$ cat src/rtl/assert_macros.svh
// Assertion macros shared by the RTL of the stepper ramp driver.
// ASRT_IMPL and ASRT_NEXT expect signals named clk and rst_n in the module that uses them; ASRT_NEXT_ALWAYS needs clk.
`ifndef ASSERT_MACROS_SVH
`define ASSERT_MACROS_SVH
`ifndef SYNTHESIS
// same-cycle implication, off while in reset
`define ASRT_IMPL(lbl, ant, con) \
  lbl: assert property (@(posedge clk) disable iff (!rst_n) (ant) |-> (con)) \
    else $error("assertion failed: same-cycle implication");
// next-cycle implication, off while in reset
`define ASRT_NEXT(lbl, ant, con) \
  lbl: assert property (@(posedge clk) disable iff (!rst_n) (ant) |=> (con)) \
    else $error("assertion failed: next-cycle implication");
// next-cycle implication, checked during reset as well
`define ASRT_NEXT_ALWAYS(lbl, ant, con) \
  lbl: assert property (@(posedge clk) (ant) |=> (con)) \
    else $error("assertion failed: next-cycle implication");
`else
`define ASRT_IMPL(lbl, ant, con)
`define ASRT_NEXT(lbl, ant, con)
`define ASRT_NEXT_ALWAYS(lbl, ant, con)
`endif
`endif

$ cat src/rtl/srpd_pkg.sv
// Package for the stepper ramp phase driver: widths, register indexes,
// reset values, coil masks and the structs passed between modules.
`timescale 1ns / 1ps

package srpd_pkg;

  localparam int SPEED_SHIFT = 4;

  localparam int CFG_IDX_W = 3;
  localparam int CFG_DAT_W = 16;

  localparam logic [CFG_IDX_W-1:0] REG_START_DELAY = 3'd0;
  localparam logic [CFG_IDX_W-1:0] REG_FLOOR_DELAY = 3'd1;
  localparam logic [CFG_IDX_W-1:0] REG_NEXT_PHASE0 = 3'd2;
  localparam logic [CFG_IDX_W-1:0] REG_NEXT_PHASE1 = 3'd3;
  localparam logic [CFG_IDX_W-1:0] REG_NEXT_PHASE2 = 3'd4;
  localparam logic [CFG_IDX_W-1:0] REG_NEXT_PHASE3 = 3'd5;

  localparam logic [15:0] START_DELAY_RST = 16'd6000;
  localparam logic [15:0] FLOOR_DELAY_RST = 16'd600;
  // entry i is the phase entered after a step in phase i
  localparam logic [3:0][1:0] NEXT_PHASE_RST = {2'd0, 2'd3, 2'd2, 2'd1};

  // coil bits: 0 A, 1 B, 2 C, 3 D; entry i is used in phase i
  localparam logic [3:0][3:0] CLR_MASK = {4'h2, 4'h4, 4'h8, 4'h1};
  localparam logic [3:0][3:0] SET_MASK = {4'h1, 4'h2, 4'h4, 4'h8};

  typedef struct packed {
    logic [15:0]      start_delay;
    logic [15:0]      floor_delay;
    logic [3:0][1:0]  next_phase;
    logic             load_period;
    logic [15:0]      load_value;
  } cfg_t;

  typedef struct packed {
    logic [3:0]  coil_pattern;
    logic        step_fired;
    logic [31:0] step_total;
    logic [15:0] period_now;
  } res_t;

endpackage

$ cat src/rtl/stepper_ramp_phase_driver.sv
// Top level of the stepper ramp phase driver: input register, step core,
// result register and config port. Depends on srpd_pkg, srpd_cfg_regs,
// srpd_step_core and assert_macros.svh.
//
//   channel   dir  handshake            payload
//   in_       in   in_valid / in_stall  in_tick_enable
//   out_      out  out_valid/out_stall  coil_pattern, step_fired, step_total, period_now
//   cfg_      in   cfg_valid/cfg_ready  cfg_index (3b), cfg_data (16b)
//
// One tick per clock while the result is not stalled; a result passes through the input register,
// then the step core update into the result register.
// Synchronous active-low reset clears the pipeline, restores register defaults
// and loads the step period with the default start delay.
// A stalled result holds the pipeline; the input register absorbs one more tick.
// Config writes are taken while the input register is empty.
`timescale 1ns / 1ps
`include "assert_macros.svh"

module stepper_ramp_phase_driver (
  input  logic                           clk,
  input  logic                           rst_n,
  input  logic                           in_valid,
  output logic                           in_stall,
  input  logic                           in_tick_enable,
  output logic                           out_valid,
  input  logic                           out_stall,
  output logic [3:0]                     out_coil_pattern,
  output logic                           out_step_fired,
  output logic [31:0]                    out_step_total,
  output logic [15:0]                    out_period_now,
  input  logic                           cfg_valid,
  output logic                           cfg_ready,
  input  logic [srpd_pkg::CFG_IDX_W-1:0] cfg_index,
  input  logic [srpd_pkg::CFG_DAT_W-1:0] cfg_data
);

  logic           s1_valid_r;
  logic           s1_tick_r;
  logic           out_valid_r;
  srpd_pkg::res_t out_r;
  logic           adv;
  logic           go;
  srpd_pkg::cfg_t cfg;
  srpd_pkg::res_t res_nxt;
  logic [15:0]    period_cur;

  assign adv       = !out_valid_r || !out_stall;
  assign in_stall  = s1_valid_r && !adv;
  assign go        = s1_valid_r && adv && s1_tick_r;
  assign cfg_ready = !s1_valid_r;

  srpd_cfg_regs u_cfg (
    .clk      (clk),
    .rst_n    (rst_n),
    .wr_en    (cfg_valid && cfg_ready),
    .wr_index (cfg_index),
    .wr_data  (cfg_data),
    .cfg      (cfg)
  );

  srpd_step_core u_core (
    .clk        (clk),
    .rst_n      (rst_n),
    .go         (go),
    .cfg        (cfg),
    .res        (res_nxt),
    .period_cur (period_cur)
  );

  always_ff @(posedge clk) begin
    if (!rst_n) begin
      s1_valid_r  <= 1'b0;
      out_valid_r <= 1'b0;
    end else begin
      if (!in_stall) begin
        s1_valid_r <= in_valid;
      end
      if (adv) begin
        out_valid_r <= s1_valid_r;
      end
    end
  end

  always_ff @(posedge clk) begin
    if (in_valid && !in_stall) begin
      s1_tick_r <= in_tick_enable;
    end
    if (s1_valid_r && adv) begin
      out_r <= res_nxt;
    end
  end

  assign out_valid        = out_valid_r;
  assign out_coil_pattern = out_r.coil_pattern;
  assign out_step_fired   = out_r.step_fired;
  assign out_step_total   = out_r.step_total;
  assign out_period_now   = out_r.period_now;

  `ASRT_NEXT_ALWAYS(a_rst_empty, !rst_n, !out_valid && !s1_valid_r)
  `ASRT_NEXT(a_held_no_step, s1_valid_r && adv && !s1_tick_r, !out_step_fired)
  `ASRT_IMPL(a_period_no_rise, s1_valid_r && adv, res_nxt.period_now <= period_cur)

endmodule

$ cat src/rtl/srpd_cfg_regs.sv
// Configuration register file of the stepper ramp driver.
// Depends on srpd_pkg for register indexes, reset values and cfg_t.
`timescale 1ns / 1ps

module srpd_cfg_regs (
  input  logic                           clk,
  input  logic                           rst_n,
  input  logic                           wr_en,
  input  logic [srpd_pkg::CFG_IDX_W-1:0] wr_index,
  input  logic [srpd_pkg::CFG_DAT_W-1:0] wr_data,
  output srpd_pkg::cfg_t                 cfg
);

  logic [15:0]     start_r,  start_nxt;
  logic [15:0]     floor_r,  floor_nxt;
  logic [3:0][1:0] next_r,   next_nxt;

  always_comb begin
    start_nxt = start_r;
    floor_nxt = floor_r;
    next_nxt  = next_r;
    if (wr_en) begin
      unique case (wr_index)
        srpd_pkg::REG_START_DELAY: start_nxt = wr_data;
        srpd_pkg::REG_FLOOR_DELAY: floor_nxt = wr_data;
        srpd_pkg::REG_NEXT_PHASE0: next_nxt[0] = wr_data[1:0];
        srpd_pkg::REG_NEXT_PHASE1: next_nxt[1] = wr_data[1:0];
        srpd_pkg::REG_NEXT_PHASE2: next_nxt[2] = wr_data[1:0];
        srpd_pkg::REG_NEXT_PHASE3: next_nxt[3] = wr_data[1:0];
        default: ;  // unmapped index, dropped
      endcase
    end
  end

  always_ff @(posedge clk) begin
    if (!rst_n) begin
      start_r <= srpd_pkg::START_DELAY_RST;
      floor_r <= srpd_pkg::FLOOR_DELAY_RST;
      next_r  <= srpd_pkg::NEXT_PHASE_RST;
    end else begin
      start_r <= start_nxt;
      floor_r <= floor_nxt;
      next_r  <= next_nxt;
    end
  end

  always_comb begin
    cfg.start_delay = start_r;
    cfg.floor_delay = floor_r;
    cfg.next_phase  = next_r;
    // a start_delay write reloads the live period too
    cfg.load_period = wr_en && (wr_index == srpd_pkg::REG_START_DELAY);
    cfg.load_value  = wr_data;
  end

endmodule

$ cat src/rtl/srpd_step_core.sv
// Step state and per-tick datapath: tick counter, ramp terms, phase and coils.
// Depends on srpd_pkg for cfg_t, res_t, coil masks and SPEED_SHIFT.
`timescale 1ns / 1ps

module srpd_step_core (
  input  logic           clk,
  input  logic           rst_n,
  input  logic           go,        // enabled tick processed this cycle
  input  srpd_pkg::cfg_t cfg,
  output srpd_pkg::res_t res,       // state after this cycle's update
  output logic [15:0]    period_cur
);

  logic [15:0] tick_cnt_r, tick_cnt_nxt;
  logic [15:0] period_r,   period_nxt;
  logic [15:0] jerk_up_r,  jerk_up_nxt;   // jerk value the next ramp step uses
  logic [31:0] speed_r,    speed_nxt;
  logic [1:0]  phase_r,    phase_nxt;
  logic [3:0]  coils_r,    coils_nxt;
  logic [31:0] steps_r,    steps_nxt;

  logic [16:0] cnt_inc;
  logic        fire;
  logic        ramp_on;
  logic [32:0] speed_sum;
  logic [31:0] speed_new;
  logic [31:0] drop;
  logic [16:0] diff;
  logic [15:0] period_ramp;

  always_comb begin
    cnt_inc = {1'b0, tick_cnt_r} + 17'd1;
    fire    = go && (cnt_inc >= {1'b0, period_r});
    ramp_on = fire && (period_r > cfg.floor_delay);

    speed_sum = {1'b0, speed_r} + {17'd0, jerk_up_r};
    speed_new = speed_sum[32] ? '1 : speed_sum[31:0];
    drop      = speed_new >> srpd_pkg::SPEED_SHIFT;
    diff      = {1'b0, period_r} - {1'b0, drop[15:0]};
    // saturate at zero when the drop reaches the period
    period_ramp = ((|drop[31:16]) || diff[16]) ? 16'd0 : diff[15:0];

    tick_cnt_nxt = tick_cnt_r;
    period_nxt   = period_r;
    jerk_up_nxt  = jerk_up_r;
    speed_nxt    = speed_r;
    phase_nxt    = phase_r;
    coils_nxt    = coils_r;
    steps_nxt    = steps_r;

    if (go) begin
      tick_cnt_nxt = fire ? 16'd0 : cnt_inc[15:0];
    end
    if (fire) begin
      steps_nxt = steps_r + 32'd1;
      coils_nxt = (coils_r & ~srpd_pkg::CLR_MASK[phase_r]) | srpd_pkg::SET_MASK[phase_r];
      phase_nxt = cfg.next_phase[phase_r];
    end
    if (ramp_on) begin
      jerk_up_nxt = (jerk_up_r == 16'hFFFF) ? jerk_up_r : jerk_up_r + 16'd1;
      speed_nxt   = speed_new;
      period_nxt  = period_ramp;
    end
    if (cfg.load_period) begin
      period_nxt = cfg.load_value;
    end
  end

  always_ff @(posedge clk) begin
    if (!rst_n) begin
      tick_cnt_r <= '0;
      period_r   <= srpd_pkg::START_DELAY_RST;
      jerk_up_r  <= 16'd1;
      speed_r    <= '0;
      phase_r    <= '0;
      coils_r    <= '0;
      steps_r    <= '0;
    end else begin
      tick_cnt_r <= tick_cnt_nxt;
      period_r   <= period_nxt;
      jerk_up_r  <= jerk_up_nxt;
      speed_r    <= speed_nxt;
      phase_r    <= phase_nxt;
      coils_r    <= coils_nxt;
      steps_r    <= steps_nxt;
    end
  end

  always_comb begin
    res.coil_pattern = coils_nxt;
    res.step_fired   = fire;
    res.step_total   = steps_nxt;
    res.period_now   = period_ramp_sel(ramp_on, period_ramp, period_r);
    period_cur       = period_r;
  end

  function automatic logic [15:0] period_ramp_sel(input logic        sel,
                                                  input logic [15:0] ramped,
                                                  input logic [15:0] held);
    period_ramp_sel = sel ? ramped : held;
  endfunction

endmodule
$ cat config.mk
export PLATFORM = sky130hd
export DESIGN_NAME = stepper_ramp_phase_driver
export DESIGN_NICKNAME = d
export VERILOG_FILES = /design/src/rtl/srpd_pkg.sv /design/src/rtl/stepper_ramp_phase_driver.sv /design/src/rtl/srpd_cfg_regs.sv /design/src/rtl/srpd_step_core.sv
export VERILOG_INCLUDE_DIRS = /design/src /design/src/rtl
export SDC_FILE = /design/constraint.sdc
export NUM_CORES = 1
export LEC_CHECK = 0
export ABC_AREA = 1
export BUFFER_PORTS_ARGS = -buffer_cell sky130_fd_sc_hd__buf_2
export CORE_MARGIN = 2
export CORE_UTILIZATION = 35
export DETAILED_ROUTE_END_ITERATION = 12
export GPL_TIMING_DRIVEN = 0
export HOLD_SLACK_MARGIN = 0.1
export PLACE_DENSITY = 0.57
export RECOVER_POWER = 100
export SLEW_MARGIN = 10
export SYNTH_ARGS = -nofsm -noshare
export SYNTH_HDL_FRONTEND = slang
export SYNTH_HIERARCHICAL = 1
export SYNTH_SLANG_ARGS = --single-unit
$ cat constraint.sdc
create_clock -name clk -period 5.25 [get_ports clk]
set_clock_uncertainty 0.2 [all_clocks]
set_input_delay 0.7875 -clock clk [delete_from_list [all_inputs] [get_ports clk]]
set_output_delay 0.7875 -clock clk [all_outputs]
set_load 0.01 [all_outputs]
Word level (Yosys, flattened, before mapping)
Cells that the tools add are included.
{"block": "word_totals", "output_inout_bits": 56, "in_bits": 25, "ff_bits": 198}
{"block": "op_classes", "addsub": 5, "bitwise_logic": 4, "reduce_logical": 23, "mux": 13, "n_eq_ne": 6, "order_cmp": 3}
{"op": "16-bit two-way mux", "count": 4}
{"op": "32-bit two-way mux", "count": 2}
{"op": "32-bit by 16-bit adder with 33-bit output", "count": 1}
{"op": "32-bit by 1-bit adder with 32-bit output (second input constant)", "count": 1}
{"op": "16-bit by 1-bit adder with 17-bit output (second input constant)", "count": 1}
{"op": "17-bit by 16-bit greater-or-equal comparator with 1-bit output", "count": 1}
{"op": "16-bit by 16-bit subtractor with 17-bit output", "count": 1}
{"op": "16-bit by 1-bit adder with 16-bit output (second input constant)", "count": 1}
{"op": "4-bit binary-select mux with 2-bit select", "count": 2}
{"op": "16-bit == test (second input constant)", "count": 1}
{"op": "16-bit > comparator", "count": 1}
{"op": "4-bit two-way mux", "count": 3}
{"op": "2-bit AND reduction", "count": 6}
{"op": "12-bit OR reduction", "count": 1}
{"op": "1-bit logical AND", "count": 8}
{"op": "3-bit by 2-bit == test with 1-bit output (second input constant)", "count": 2}
{"op": "3-bit == test (second input constant)", "count": 2}
{"op": "1-bit logical NOT", "count": 5}
{"op": "4-bit bitwise AND", "count": 1}
{"op": "2-bit binary-select mux with 2-bit select", "count": 1}
{"op": "4-bit NOT", "count": 1}
{"op": "4-bit OR", "count": 1}
{"op": "3-bit by 1-bit == test with 1-bit output (second input constant)", "count": 1}
{"op": "3-bit logical NOT", "count": 1}
{"op": "4 further kinds", "count": 5}

Longest topological paths before layout
Gate-level depths: netlist (run 1).
{"block": "logic_depth", "ltp_word": 8, "ltp_mapped": 30}

By module
The synthesis (run 1) kept the hierarchy.
{"module": "srpd_step_core", "seq_area_each_um2": 2362.3, "area_each_um2": 9411.5, "cells_each": 1504, "instances": 1}
{"module": "srpd_cfg_regs", "seq_area_each_um2": 800.8, "area_each_um2": 1793.0, "cells_each": 250, "instances": 1}
{"module": "stepper_ramp_phase_driver", "seq_area_each_um2": 1661.6, "area_each_um2": 1727.9, "cells_each": 70, "instances": 1}

Least setup slack after synthesis (run 1)
Ideal clock, no wire load.
{"block": "synth_timing", "path_kind": "in2reg", "from": "in out_stall", "to": "reg out_r (netlist bit out_coil_pattern[0]), enable pin", "t_required_ns": 4.569, "setup_time_ns": 0.481, "setup_slack_ns": 1.175, "arrival_time_ns": 3.394, "stages": 1, "path_cell_list": "a21oi_1"}
{"block": "synth_between", "elab_chain_cells": 3}
{"element": "start: declaration", "line": "stepper_ramp_phase_driver.sv:26", "source": "input logic out_stall,"}
{"element": "1-bit logical NOT", "line": "stepper_ramp_phase_driver.sv:47", "source": "assign adv = !out_valid_r || !out_stall;"}
{"element": "1-bit logical OR", "line": "stepper_ramp_phase_driver.sv:47"}
{"element": "1-bit logical AND", "line": "stepper_ramp_phase_driver.sv:88", "source": "if (s1_valid_r && adv) begin"}
{"element": "end signal: assignment", "line": "stepper_ramp_phase_driver.sv:89", "source": "out_r <= res_nxt;"}
{"element": "end: declaration", "line": "stepper_ramp_phase_driver.sv:40", "source": "srpd_pkg::res_t out_r;"}
No other way between the ends.
A chain may end at the register's enable or synchronous reset.

Worst setup path after layout (run 1)
{"block": "layout_timing", "from": "reg u_core.tick_cnt_r[0]", "to": "reg u_core.period_r[11], in the netlist u_core/period_cur[11]"}
{"block": "layout_between", "elab_chain_cells": 6}
{"element": "start: declaration", "line": "srpd_step_core.sv:14", "source": "logic [15:0] tick_cnt_r, tick_cnt_nxt;"}
{"element": "start signal: assignment", "line": "srpd_step_core.sv:79", "source": "tick_cnt_r <= tick_cnt_nxt;"}
{"element": "16-bit by 1-bit adder with 17-bit output", "line": "srpd_step_core.sv:32", "source": "cnt_inc = {1'b0, tick_cnt_r} + 17'd1;"}
{"element": "17-bit by 16-bit greater-or-equal comparator with 1-bit output", "line": "srpd_step_core.sv:33", "source": "fire = go && (cnt_inc >= {1'b0, period_r});"}
{"element": "1-bit logical AND", "line": "srpd_step_core.sv:33"}
{"element": "1-bit logical AND", "line": "srpd_step_core.sv:34", "source": "ramp_on = fire && (period_r > cfg.floor_delay);"}
{"element": "16-bit two-way mux (2 in series)"}
{"element": "end signal: assignment", "line": "srpd_step_core.sv:72", "source": "period_r <= srpd_pkg::START_DELAY_RST;"}
{"element": "end signal: assignment", "line": "srpd_step_core.sv:80", "source": "period_r <= period_nxt;"}
{"element": "end: declaration", "line": "srpd_step_core.sv:15", "source": "logic [15:0] period_r, period_nxt;"}
No other way between the ends.

==> results of run 1 <==
==> flip-flops by register name (all words and copies together) (netlist names) <==
register	flops
out_period_now	16
u_core/jerk_up_r	16
u_core/steps_r	32
out_coil_pattern	4
out_step_total	32
out_step_fired	1
u_core/tick_cnt_r	16
out_valid	1
s1_tick_r	1
u_cfg/floor_r	16
u_core/coils_r	4
u_core/phase_r	2
s1_valid_r	1
u_core/period_cur	16
u_core/speed_r	32
u_cfg/cfg	8
==> worst max-delay path: cells and delay by family, from the launching register on <==
family / cells / cell delay, ps
AOI/OAI and AO/OA: 1 / 90
xor gates and xnor gates: 1 / 250
adders and majority gates: 1 / 320
buffers and inverters: 6 / 1180
DFF: 1 / 400
and+or+nand+nor: 13 / 2180
==> stage by stage <==
stage	utilization (%)	TNS [ps]
2_1_floorplan	-	0
3_3_place_gp	38.5	-23160
3_5_place_dp	38.7	0
4_1_cts	40.4	0
5_1_grt	39.9	0
6_report	39.9	0
==> where the power goes <==
group / switching (mW) / internal [mW] / leakage (nW)
Combinational: 0.144 / 0.0727 / 4.22
Clock: 0.668 / 0.665 / 0.296
Sequential: 0.0170 / 1.59 / 1.69
==> worst min path at each step <==
stage | end | start
after global routing | u_cfg/floor_r[9] | u_cfg/floor_r[9]
final | u_cfg/floor_r[6] | u_cfg/floor_r[6]
after floorplan | u_cfg/cfg[17] | u_cfg/cfg[17]
after global placement | u_cfg/floor_r[6] | u_cfg/floor_r[6]
after detailed placement | u_cfg/floor_r[6] | u_cfg/floor_r[6]
after CTS | u_core/speed_r[3] | u_core/speed_r[3]
==> area by class of cell <==
cell class | instances | area share, %
buffer | 60 | 2.39
clock inverter | 14 | 1.10
clock buffer | 18 | 3.26
tap | 455 | 4.12
multi-input combinational | 1230 | 47.0
timing repair buffer | 82 | 2.43
sequential | 198 | 32.6
inverter | 261 | 7.12
==> routing by layer <==
layer,vias to the layer above,track usage (%),part of all wire (%)
met5,-,0,0
met4,0,6.15,2.2
met3,45,2.63,4.9
met2,288,31.6,46
met1,5234,26.0,47
li1,5830,-,-
==> results.yml, run 1 <==
floorplan:
  die_w_um: 192
  rows: 68
  start_util_pct: 35.7
  die_height_um: 192
  die-area_um2: 36800
  ioPinCount: 81
  coreArea_um2: 34600
logic_synthesis:
  yosys_warnings: 6
  synth_area_um2: 12400
  synth_cells: 1749
  avgSynthCellArea_um2: 7.07
  syn_nets: 1840
sta:
  whs_ps: 279
  period_needed_ps: 4680
  layout_setup_ws_ps: 575
  finalHoldViolCount: 0
  timing.fmax_mhz: 214
  min_period_over_period_pct: 89.1
  tightest_slew_ps: 1440
  rsz0062_at_grt: "false"
  worst_slew_margin_rel_pct: 4.24
  slew_viol_final: 0
  setup_viol: 0
cells_and_area:
  layout-drive-gt1-share_pct: 7.73
  n_fill_cell: 3671
  fin_nets: 1941
  mostFrequentLayoutCell: "nand2_1"
  multiInputGateArea_um2: 6500
  fin_area_um2: 13800
  seq_area_um2: 4500
  area_delta_synth_final_pct: 11.8
  diodes: 0
  stdcell_count: 2318
  layout_common_cells: "451 x nand2_1, 251 x inv_1, 189 x nor2_1"
global_routing:
  grt_pass1_vias: 10569
  gr-total-overflow: 0
  antenna_found_initial: 1
  grt_first_pass_wirelength_mm: 55.0
  grt_max_degree: 31
  grt_usage_pct: 19.2
drt:
  wire_per_inst_um: 14.9
  dr_total_vias: 11397
  wirelength_mm: 34.6
  ant_nets: 0
  via_per_inst: 4.92
  firstDrtPassIters: 5
  drtIter0Drc: 694
  drcViolationCount: 0
outcome:
  status: "completed"
place:
  gp_congestion: 0.956
  place_area_um2: 13400
  port_buffers: 80
  dp_slack_ps: 516
  dp_hpwl_mm: 27.7
  dpl.cell_count: 2286
critical_path:
  crit_type: "register to register"
  cp_max_fo: 10
  reg2reg_slack_ps: 570
  max_stage_delay_ps: 580
  crit_slowest_cell: "clkbuf_1"
  cpMostUsedCell: "inv_1"
  rr_startpoint: "u_core/tick_cnt_r[0]"
  crit_path_end_kind: "register"
  endpoint: "u_core/period_cur[11]"
  start_kind: "register"
  required_ps: 5440
  cp-startpoint: "u_core/tick_cnt_r[0]"
  cp.arrival_ps: 4870
  r2r-end: "u_core/period_cur[11]"
  r2r_cells: 22
  crit_path_cell_trace: "inv_1 > nor3_2 > nand4_1 > nor3_1 > nand3_1 > nor3_1 > nand3_1 > xnor2_1 > ha_1 > inv_1 > o211ai_1 > inv_1 > nand2_1 > nor2_1 > nand3_2 > nand3_2 > buf_2 > clkbuf_1 > nand2_1 > nand3_1 > nand2_1 > inv_1"
min_path:
  worstHoldPathType: "register to register"
  whs_path_depth: 2
clock_tree:
  hold_buffers: 0
  clockBufferDepth: 2
  path_clk_slew_ps: 80
  ctsResizeCount: 0
  cts_tree: "built"
  cts_sinks: 198
  clockRootBuffer: "clkbuf_16"
  postCtsSetupBuffers: 0
  numCtsBuffers: 17
  clk-insertion-delay-late_ps: 450
  htreeDepth: 4
power_and_ir_drop:
  power_leakage_nw: 6.21
  p_per_area_nw_per_um2: 228
  ir_worst_vdd_mv: 0.257
  power_mw: 3.16
flow_run:
  maxCapViolations: 0
No activity file was read; power rests on OpenSTA's default activity.
==> inputs of run 2 (changes only) <==
--- a/config.mk
+++ b/config.mk
@@ -15,6 +15,7 @@
 export HOLD_SLACK_MARGIN = 0.1
 export PLACE_DENSITY = 0.57
 export RECOVER_POWER = 100
+export REMOVE_ABC_BUFFERS = 1
 export SLEW_MARGIN = 10
 export SYNTH_ARGS = -nofsm -noshare
 export SYNTH_HDL_FRONTEND = slang
==> results.yml, run 2 (synthesized netlist as in run 1, its figures left out) <==
cells_and_area:
  stdcell_count: 2261
  seq_area_um2: 4500
  layout_common_cells: "451 x nand2_1, 251 x inv_1, 190 x nor2_1"
  layout-drive-gt1-share_pct: 6.70
  mostFrequentLayoutCell: "nand2_1"
  n_fill_cell: 3617
  area_delta_synth_final_pct: 9.35
  diodes: 0
  fin_area_um2: 13500
  multiInputGateArea_um2: 6540
  fin_nets: 1884
  post-route-util_pct: 39.0
floorplan:
  start_util_pct: 35.7
  die-area_um2: 36800
  ioPinCount: 81
  die_height_um: 192
  die_w_um: 192
  rows: 68
  coreArea_um2: 34600
clock_tree:
  hold_buffers: 0
  clockBufferDepth: 2
  clockRootBuffer: "clkbuf_16"
  htreeDepth: 4
  path_clk_slew_ps: 70
  clk-insertion-delay-late_ps: 450
  cts_tree: "built"
  numCtsBuffers: 17
  cts_sinks: 198
place:
  port_buffers: 80
  gp_congestion: 0.880
  place_area_um2: 13000
  dpl.cell_count: 2226
  dp_slack_ps: -844
  dp_hpwl_mm: 23.7
sta:
  whs_ps: 274
  rsz0062_at_grt: "false"
  min_period_over_period_pct: 91.4
  setup_viol: 0
  tightest_slew_ps: 1480
  timing.fmax_mhz: 208
  worst_slew_margin_rel_pct: 1.00
  slew_viol_final: 0
  tns_ps: 0
  layout_setup_ws_ps: 450
  finalHoldViolCount: 0
  period_needed_ps: 4800
critical_path:
  reg2reg_slack_ps: 450
  crit_path_end_kind: "register"
  start_kind: "register"
  cp.arrival_ps: 4770
  crit_type: "register to register"
  cp_max_fo: 28
  required_ps: 5220
global_routing:
  gr-total-overflow: 0
  grt_usage_pct: 17.6
  grt_max_degree: 69
  grt_pass1_vias: 10350
  antenna_found_initial: 0
  grt_first_pass_wirelength_mm: 51.5
power_and_ir_drop:
  power_mw: 3.07
  ir_worst_vdd_mv: 0.211
  p_per_area_nw_per_um2: 227
  power_leakage_nw: 6.04
min_path:
  worstHoldPathType: "register to register"
flow_run:
  maxCapViolations: 0
drt:
  wirelength_mm: 32.2
  dr_total_vias: 11060
  drcViolationCount: 0
  ant_nets: 0
  firstDrtPassIters: 5
  drtIter0Drc: 737
  wire_per_inst_um: 14.2
  via_per_inst: 4.89
outcome:
  status: "completed"
## run 2: power by group
group | internal, mW | switching [mW]
clock | 0.633 | 0.631
sequential | 1.59 | 0.0152
combinational | 0.0613 | 0.140
total | 2.29 | 0.786
## run 2: final timing paths
kind | depth (start not counted) | endpoint | start
hold reg to reg | 2 | u_core/speed_r[4] | u_core/speed_r[4]
hold / removal | 2 | u_core/speed_r[4] | u_core/speed_r[4]
setup / recovery | 24 | out_period_now[1] | u_core/jerk_up_r[0]
setup reg to reg | 24 | out_period_now[1] | u_core/jerk_up_r[0]
## run 2: final cells by class
type	count	share of cell area (%)
tap	455	4.21
sequential	198	33.3
multi-input combinational	1231	48.4
inverter	261	7.36
timing repair buffer	84	2.62
clock buffer	18	3.25
clock inverter	14	0.833
## run 2: metal layers
metal  global-route usage, %  vias up  routed length, um
met3                    2.54       25               1330
met1                    23.2     5109              15300
li1                        -     5711                  -
met5                       0        -                  0
met4                    4.41        0                372
met2                    30.1      215              15200
## run 2: what timing repair did
item                       in CTS  in global routing
setup endpoints to repair      75                 76
cloned                          0                  1
resized for setup               6                  5
setup buffers                   0                  2
## run 2: critical path, cell delays in order, from the launching register on
cell and delay, ps:
dfxtp_1 370, ha_1 270, fa_1 440, nand2_1 100, nand2_1 60, nand3_1 100
nand2_1 190, nand2_4 150, nand2_8 90, nand2_8 210, inv_1 260, nor2_1 310
ha_1 360, nand3_1 120, nand2_1 120, nand3_1 140, nand2_1 60, nand3_1 60
nand2_1 70, nand3_1 80, nand2_2 130, nand2_4 170, clkinvlp_4 210, nand2_1 140
nand2_1 110
==> inputs of run 3 (changes only) <==
--- a/config.mk
+++ b/config.mk
@@ -6,14 +6,12 @@
 export SDC_FILE = /design/constraint.sdc
 export NUM_CORES = 1
 export LEC_CHECK = 0
-export ABC_AREA = 1
 export BUFFER_PORTS_ARGS = -buffer_cell sky130_fd_sc_hd__buf_2
 export CORE_MARGIN = 2
 export CORE_UTILIZATION = 35
 export DETAILED_ROUTE_END_ITERATION = 12
 export GPL_TIMING_DRIVEN = 0
 export HOLD_SLACK_MARGIN = 0.1
-export PLACE_DENSITY = 0.57
 export RECOVER_POWER = 100
 export REMOVE_ABC_BUFFERS = 1
 export SLEW_MARGIN = 10
==> results.yml, run 3 <==
outcome:
  status: "completed"
cells_and_area:
  multiInputGateArea_um2: 6860
  post-route-util_pct: 41.8
  layout_common_cells: "145 x nand2_1, 131 x dfxtp_1, 83 x nor2_1"
  fin_area_um2: 13500
  n_fill_cell: 3230
  fin_nets: 1436
  area_delta_synth_final_pct: 18.2
  layout-drive-gt1-share_pct: 16.5
  stdcell_count: 1801
  mostFrequentLayoutCell: "nand2_1"
  seq_area_um2: 4530
drt:
  drtIter0Drc: 450
  via_per_inst: 5.16
  ant_nets: 0
  dr_total_vias: 9288
  firstDrtPassIters: 5
  wirelength_mm: 27.7
  wire_per_inst_um: 15.4
  drcViolationCount: 0
global_routing:
  grt_usage_pct: 16.1
  grt_first_pass_wirelength_mm: 43.8
  antenna_found_initial: 1
  gr-total-overflow: 0
  grt_max_degree: 133
  grt_pass1_vias: 8571
sta:
  tightest_slew_ps: 1360
  layout_setup_ws_ps: 76.8
  tns_ps: 0
  timing.fmax_mhz: 193
  whs_ps: 264
  slew_viol_final: 0
  min_period_over_period_pct: 98.5
  worst_slew_margin_rel_pct: 9.26
  finalHoldViolCount: 0
  setup_viol: 0
  period_needed_ps: 5170
logic_synthesis:
  synth_cells: 1267
  synth_area_um2: 11400
  yosys_warnings: 6
  avgSynthCellArea_um2: 9.03
critical_path:
  start_kind: "register"
  max_stage_delay_ps: 630
  crit_path_cell_trace: "ha_4 > fa_2 > a211oi_2 > o211ai_1 > buf_4 > a21boi_4 > o21ai_1 > a21o_1 > a21oi_2 > xnor2_1 > nor2_2 > ha_4 > o21ai_2 > nand2b_1 > a311oi_2 > a2111oi_2 > nand3_1 > or4b_4 > a2111o_2 > nor2_1 > mux2i_1 > nand2_1"
  crit_slowest_cell: "a2111o_2"
  reg2reg_slack_ps: 80
  required_ps: 5340
  crit_path_end_kind: "register"
  cp_max_fo: 8
  cpMostUsedCell: "ha_4"
  crit_type: "register to register"
  cp.arrival_ps: 5270
  rr_startpoint: "u_core/jerk_up_r[0]"
  cp-startpoint: "u_core/jerk_up_r[0]"
clock_tree:
  htreeDepth: 4
  clk-insertion-delay-late_ps: 450
  clockRootBuffer: "clkbuf_16"
  hold_buffers: 0
  cts_sinks: 198
  path_clk_slew_ps: 90
  numCtsBuffers: 17
  clockBufferDepth: 2
  cts_tree: "built"
floorplan:
  die-area_um2: 34200
  die_height_um: 185
  ioPinCount: 81
  coreArea_um2: 32400
  start_util_pct: 35.4
  die_w_um: 185
  rows: 66
place:
  gp_congestion: 0.873
  dp_slack_ps: -1480
  port_buffers: 80
  place_area_um2: 12200
  dp_hpwl_mm: 19.1
  dpl.cell_count: 1724
min_path:
  worstHoldPathType: "register to register"
  hold_start: "u_cfg/floor_r[10]"
power_and_ir_drop:
  ir_worst_vdd_mv: 0.226
  power_mw: 3.19
  p_per_area_nw_per_um2: 236
  power_leakage_nw: 5.23
flow_run:
  maxCapViolations: 0
run 3: cell count changes in the layout (fill, tap and decap cells not counted), moves of 20 or more:
cell | before | now
xnor2_1 | 11 | 57
mux2i_1 | 0 | 35
nand3_1 | 111 | 50
nor2b_1 | 0 | 27
nor3_1 | 42 | 18
and3_1 | 1 | 25
a21oi_1 | 110 | 32
inv_1 | 251 | 45
nor2_1 | 190 | 83
and2_0 | 0 | 29
nand2_1 | 451 | 145
ha_1 | 64 | 44
and2_1 | 1 | 28
buf_4 | 2 | 40
run 3: area by class of cell:
class / count / area share, %
diodes: 1 / 0.0185
clock buffers: 17 / 3.14
clock inverters: 15 / 1.61
inverters: 50 / 1.52
multi-input cells: 947 / 50.7
flip-flops and latches: 198 / 33.4
well taps: 442 / 4.09
repair buffers: 131 / 5.53
run 3: repair_timing:
item                                    4_1_cts  5_1_grt
setup buffers                                24       19
endpoints found under the setup margin       65       55
resized for setup                            48       80
pin swaps                                    25       45
gates cloned                                  1        0
run 3: worst paths after layout:
check / end / cells past startpoint
worst max-delay path: out_period_now[8] / 22
worst min-delay path: u_cfg/floor_r[10] / 2
worst max register to register: out_period_now[8] / 22
worst min register to register: u_cfg/floor_r[10] / 2
run 3: worst max-delay path: cells and delay by family (launching register included):
| kind | cells | cell delay [ps] |
|---|---|---|
| flops | 1 | 360 |
| mux | 1 | 100 |
| fa+ha+maj | 3 | 810 |
| simple gates | 6 | 1130 |
| buf+inv | 1 | 200 |
| compound gates | 10 | 2070 |
| xor+xnor | 1 | 140 |
run 3: routing by layer:
layer	up-vias	GRT usage (%)	part of all wire, %
li1	4646	-	-
met1	4406	21.5	48
met2	202	26.7	46
met3	34	2.67	3.8
met4	0	4.51	1.8
met5	-	0	0
run 3: power by group:
group	switching (mW)	internal, mW	total (mW)
registers	0.0139	1.59	1.60
clock network	0.750	0.679	1.43
logic	0.101	0.0619	0.163
